## src/rtl/itlc_pkg.sv

```systemverilog
// shared constants, types and state codes of the inclusive two-level cache model
package itlc_pkg;

   // geometry
   localparam int ADDR_W      = 64;
   localparam int NUM_CORES   = 4;
   localparam int CORE_W      = 2;
   localparam int L1_SETS     = 32;
   localparam int L1_WAYS     = 8;
   localparam int L2_SETS     = 2048;
   localparam int L2_WAYS     = 16;
   localparam int BLOCK_BYTES = 64;
   localparam int STAMP_W     = 64;

   // derived widths
   localparam int OFS_W    = $clog2(BLOCK_BYTES);
   localparam int BLK_W    = ADDR_W - OFS_W;
   localparam int L1_SET_W = $clog2(L1_SETS);
   localparam int L2_SET_W = $clog2(L2_SETS);
   localparam int L1_TAG_W = BLK_W - L1_SET_W;
   localparam int L2_TAG_W = BLK_W - L2_SET_W;
   localparam int L1_WAY_W = $clog2(L1_WAYS);
   localparam int L2_WAY_W = $clog2(L2_WAYS);
   localparam int L1_ROW_W = CORE_W + L1_SET_W;
   localparam int L2_ROW_W = CORE_W + L2_SET_W;
   localparam int L1_ROWS  = NUM_CORES * L1_SETS;
   localparam int L2_ROWS  = NUM_CORES * L2_SETS;

   // decoded access as it sits in the queue
   typedef struct packed {
      logic                insn;
      logic [CORE_W-1:0]   core;
      logic [L1_SET_W-1:0] l1_set;
      logic [L1_TAG_W-1:0] l1_tag;
      logic [L2_SET_W-1:0] l2_set;
      logic [L2_TAG_W-1:0] l2_tag;
      logic                user;
   } item_type;

   // one L1 set: set clock, valid bits, stamps and tags of all ways
   typedef struct packed {
      logic [STAMP_W-1:0]                clk;
      logic [L1_WAYS-1:0]                vld;
      logic [L1_WAYS-1:0][STAMP_W-1:0]   stamp;
      logic [L1_WAYS-1:0][L1_TAG_W-1:0]  tag;
   } l1_row_type;

   // one L2 set
   typedef struct packed {
      logic [STAMP_W-1:0]                clk;
      logic [L2_WAYS-1:0]                vld;
      logic [L2_WAYS-1:0][STAMP_W-1:0]   stamp;
      logic [L2_WAYS-1:0][L2_TAG_W-1:0]  tag;
   } l2_row_type;

   // result beat
   typedef struct packed {
      logic              l1_hit;
      logic              l2_probed;
      logic              l2_hit;
      logic              victim_valid;
      logic [ADDR_W-1:0] victim_address;
      logic              data_l1_invalidated;
      logic              insn_l1_invalidated;
      logic              was_user;
   } result_type;

   // queue handshake between front and back
   typedef struct packed {
      logic valid;
      logic hold;
   } queue_ctl_type;

   // back-end sequencer states
   typedef enum logic [3:0] {
      S_CLEAR,
      S_IDLE,
      S_L1_LOOK,
      S_L1_MIN,
      S_L1_WR,
      S_L2_LOOK,
      S_L2_MIN,
      S_L2_WR,
      S_INV_RD,
      S_INV_D,
      S_INV_I,
      S_DONE
   } state_type;

endpackage

```

## src/rtl/itlc_front.sv

```systemverilog
// front end: decodes accesses into set and tag fields and queues them
module itlc_front import itlc_pkg::*; (
   input  logic              clock,
   input  logic              reset,
   input  logic              req_valid,
   output logic              req_ready,
   input  logic              req_action,
   input  logic [1:0]        req_core,
   input  logic [ADDR_W-1:0] req_address,
   input  logic              req_user_mode,
   output queue_ctl_type     q_ctl,
   input  logic              q_hold,
   input  logic              q_pop,
   output item_type          q_item
);

   item_type   dec;
   item_type   entry_ff [2];
   logic       wr_ptr_ff, wr_ptr_in;
   logic       rd_ptr_ff, rd_ptr_in;
   logic [1:0] count_ff, count_in;
   logic       push, pop;

   // split the address into block fields for both levels
   always_comb begin
      dec.insn   = req_action;
      dec.core   = req_core;
      dec.l1_set = req_address[OFS_W +: L1_SET_W];
      dec.l1_tag = req_address[ADDR_W-1 -: L1_TAG_W];
      dec.l2_set = req_address[OFS_W +: L2_SET_W];
      dec.l2_tag = req_address[ADDR_W-1 -: L2_TAG_W];
      dec.user   = req_user_mode;
   end

   // two-entry queue toward the back end
   assign req_ready   = !q_hold && (count_ff != 2'd2);
   assign push        = req_valid && req_ready;
   assign q_ctl.valid = (count_ff != 2'd0);
   assign q_ctl.hold  = q_hold;
   assign pop         = q_pop && q_ctl.valid;
   assign q_item      = entry_ff[rd_ptr_ff];

   always_comb begin
      wr_ptr_in = push ? !wr_ptr_ff : wr_ptr_ff;
      rd_ptr_in = pop ? !rd_ptr_ff : rd_ptr_ff;
      count_in  = count_ff + 2'(push) - 2'(pop);
   end

   always_ff @(posedge clock) begin
      if (reset) begin
         wr_ptr_ff <= 1'b0;
         rd_ptr_ff <= 1'b0;
         count_ff  <= 2'd0;
      end else begin
         wr_ptr_ff <= wr_ptr_in;
         rd_ptr_ff <= rd_ptr_in;
         count_ff  <= count_in;
      end
   end

   always_ff @(posedge clock) begin
      if (push) begin
         entry_ff[wr_ptr_ff] <= dec;
      end
   end

endmodule

```

## config.mk

```make
export PLATFORM = sky130hd
export DESIGN_NAME = itlc_front
export DESIGN_NICKNAME = d
export VERILOG_FILES = /design/src/rtl/itlc_pkg.sv /design/src/rtl/itlc_front.sv
export SDC_FILE = /design/constraint.sdc
export NUM_CORES = 1
export LEC_CHECK = 0
export BUFFER_PORTS_ARGS = -buffer_cell sky130_fd_sc_hd__buf_2
export CAP_MARGIN = 40
export CORE_MARGIN = 2
export CORE_UTILIZATION = 44
export CTS_CLUSTER_DIAMETER = 100
export CTS_CLUSTER_SIZE = 20
export DETAILED_ROUTE_END_ITERATION = 8
export GPL_ROUTABILITY_DRIVEN = 0
export PLACE_DENSITY = 0.76
export SLEW_MARGIN = 20
export SYNTH_ARGS = -nofsm -noshare
export SYNTH_HDL_FRONTEND = slang
export SYNTH_SLANG_ARGS = --single-unit
```

## constraint.sdc

```tcl
create_clock -name clock -period 3.3 [get_ports clock]
set_clock_uncertainty 0.15 [all_clocks]
set_input_delay 0.99 -clock clock [delete_from_list [all_inputs] [get_ports clock]]
set_output_delay 0.99 -clock clock [all_outputs]
set_load 0.01 [all_outputs]
```

==> out/metrics.cfg <==
[global_routing]
antenna_found_initial=0
grt_pass1_vias=2855
grt_use_met2=0.241
grt_overflow_total=0
grt_max_degree=63
grtUsageMet3=0.0702
grt_pass1_wl_um=13500
grt_use_met1=0.146
grt_busiest_layer=met2
grt_util_all_layers=0.141

[synthesis]
synth_top_area_frac=0.719
synth_cells=279
synth.area.top_cells=edfxtp_1, mux2_1, buf_4
yosysUniqueCellTypes=23
syn_area_per_cell_sq_um=18.6
syn_area_sq_mm=0.00518
syn-num-nets=354
yosys_warnings=0
synth-seq-area-share=0.738
yosysTopAreaCell=edfxtp_1
synth_seq_cells=129

[timing]
setup_tns_ns=0
worstMarginPinSlew_ns=0.466
min_period_ns=3.00
worst_hold_slack_ns=0.345
slew_headroom=0.689
maxSlewViolCount=0
hold_violations=0
period_share=0.908
rsz0062_at_grt=false
max_freq_mhz=334
setup_viol=0

[pwr]
power_density_mw_per_mm2=769
max-vdd-ir-drop_mv=0.525
p_total_mw=4.91
p_leak_nw=2.54

[cts]
clkLatencyLatePin_ns=0.40
cts_resized=0
h-tree-depth=4
cts_tree=built
cts_made_buffers=17
cts_num_sinks=129
ctsHoldBuffers=0
cts-root-buf=clkbuf_16
cts_setup_buffers=0
clk_pin_slew_ns=0.05
cts_buffer_depth=2

[finish]
final_cells=581
nets=501
postLayoutCellArea_sq_mm=0.00639
n_antenna_cell=0
num-fill-cells=914
drive_gt1_frac=0.505
area_growth_pct=23.3

[critical_path]
arrival_ns=1.86
reg2reg_from=count_ff[0]$_SDFF_PP0_
startpoint_type=flip-flop
rrSetupSlack_ns=1.44
endpoint_kind=primary output
criticalPathCategory=flip-flop to primary output
timing.rr.end=count_ff[1]$_SDFF_PP0_
cp_max_fo=21
required_ns=2.16
r2r.worst_path.cells=9

[place]
placedCellCount=550
hpwl_um=5940
placed_cell_area_sq_mm=0.00586
io_buffer_count=189

[die]
row_count=39
die_x_um=113
core-area_sq_mm=0.0115
num_io_pins=196
start_util=0.452
die-area_sq_mm=0.0127
die_h_um=113

[min_path]
hold_path_class=flip-flop to flip-flop
hold_start=wr_ptr_ff$_SDFFE_PP0P_
min_path_cells=2
hold_path_end=wr_ptr_ff$_SDFFE_PP0P_

[flow_run]
maxCapViolCount=0

[route]
drc=0
num_vias=2743
drtPass1Iterations=4
viasPerCell=4.72
wirelength_um=8790
postRouteAntennaNets=0
drt_iter0_markers=79
wl_per_cell_um=15.1

[run_status]
status=finished clean

==> registers in the layout (all words and copies together) (netlist names), named ones only <==
register / cells
entry_ff: 124
count_ff: 2
rd_ptr_ff: 1
wr_ptr_ff: 1
==> cells by family after synthesis <==
logic type / after synthesis / share of synthesized area
multiplexers: 62 / 0.135
buffers and inverters: 68 / 0.101
AND/OR/NAND/NOR: 13 / 0.0145
AO/OA/AOI/OAI: 3 / 0.00362
XOR/XNOR: 2 / 0.00338
flip-flops: 129 / 0.738
adder cells (fa/ha/maj): 2 / 0.00483
==> cell type report <==
| type | count | area (sq um) | share of cell area |
|---|---|---|---|
| Multi-Input combinational cell | 82 | 836 | 0.131 |
| Clock inverter | 11 | 96.3 | 0.0151 |
| Clock buffer | 20 | 437 | 0.0684 |
| Tap cell | 143 | 179 | 0.0280 |
| Timing Repair Buffer | 194 | 1010 | 0.158 |
| Inverter | 2 | 7.51 | 0.00118 |
| Sequential cell | 129 | 3820 | 0.599 |
==> worst max-delay path by stage <==
stage                                end  slack [ns]  cells past startpoint
6_report                       q_item[5]        0.30                      3
5_1_grt                        q_item[5]        0.20                      3
3_3_place_gp                  q_item[69]        0.71                      3
2_1_floorplan   entry_ff[0][0]$_DFFE_PP_        0.07                      3
3_5_place_dp   entry_ff[0][67]$_DFFE_PP_        0.68                      5
4_1_cts                       q_item[69]        0.27                      3
==> metal layers <==
metal  up-vias  wire length [um]
li1       1282                 -
met1      1329              3360
met2       117              4560
met3        15               715
met4         0               158
met5         -                 0
==> power by group <==
| group | internal (mW) | switching [mW] | total (mW) |
|---|---|---|---|
| Combinational | 0.548 | 0.673 | 1.22 |
| Sequential | 1.95 | 0.0603 | 2.01 |
| Clock | 1.08 | 0.601 | 1.68 |
| Total | 3.58 | 1.33 | 4.91 |
==> cell usage after synthesis (all sizes together) <==
cell,instances
a21oi,1
and2,1
and3,1
buf,66
dfxtp,5
edfxtp,124
ha,2
inv,2
mux2,62
nand2,1
nand2b,1
nor2,4
nor2b,2
nor3,1
o21a,1
o21ai,1
or2,1
or3,1
xnor2,1
xor2,1
==> critical path, stage by stage (launching register included) <==
cell	delay (ns)
dfxtp_2	0.52
buf_4	0.36
mux2_1	0.41
buf_2	0.16
==> placed cells by master (no fill, tap or decap) <==
master,instances
edfxtp_1,124
dfxtp_1,4
xnor2_1,1
mux2_1,62
o21a_2,1
nor2_1,4
clkinv_1,7
inv_2,1
bufinv_16,2
nor2b_4,1
clkbuf_1,3
and3_2,1
nor2b_1,1
clkinv_2,2
nand2b_1,1
clkbuf_16,17
buf_2,189
or3_1,1
and2_1,1
or2_2,1
dfxtp_2,1
inv_1,1
nand2_1,1
xor2_1,1
buf_12,2
buf_4,3
nor3_1,1
a21oi_1,1
o21ai_0,1
ha_1,2
==> metrics by stage <==
stage | util | worst slack (ns)
floorplan | - | 0.0708
global placement | 0.511 | 0.710
detailed placement | 0.511 | 0.679
CTS | 0.557 | 0.267
global route | 0.557 | 0.199
finish | 0.557 | 0.303
Power figures use the tool's default switching activity.
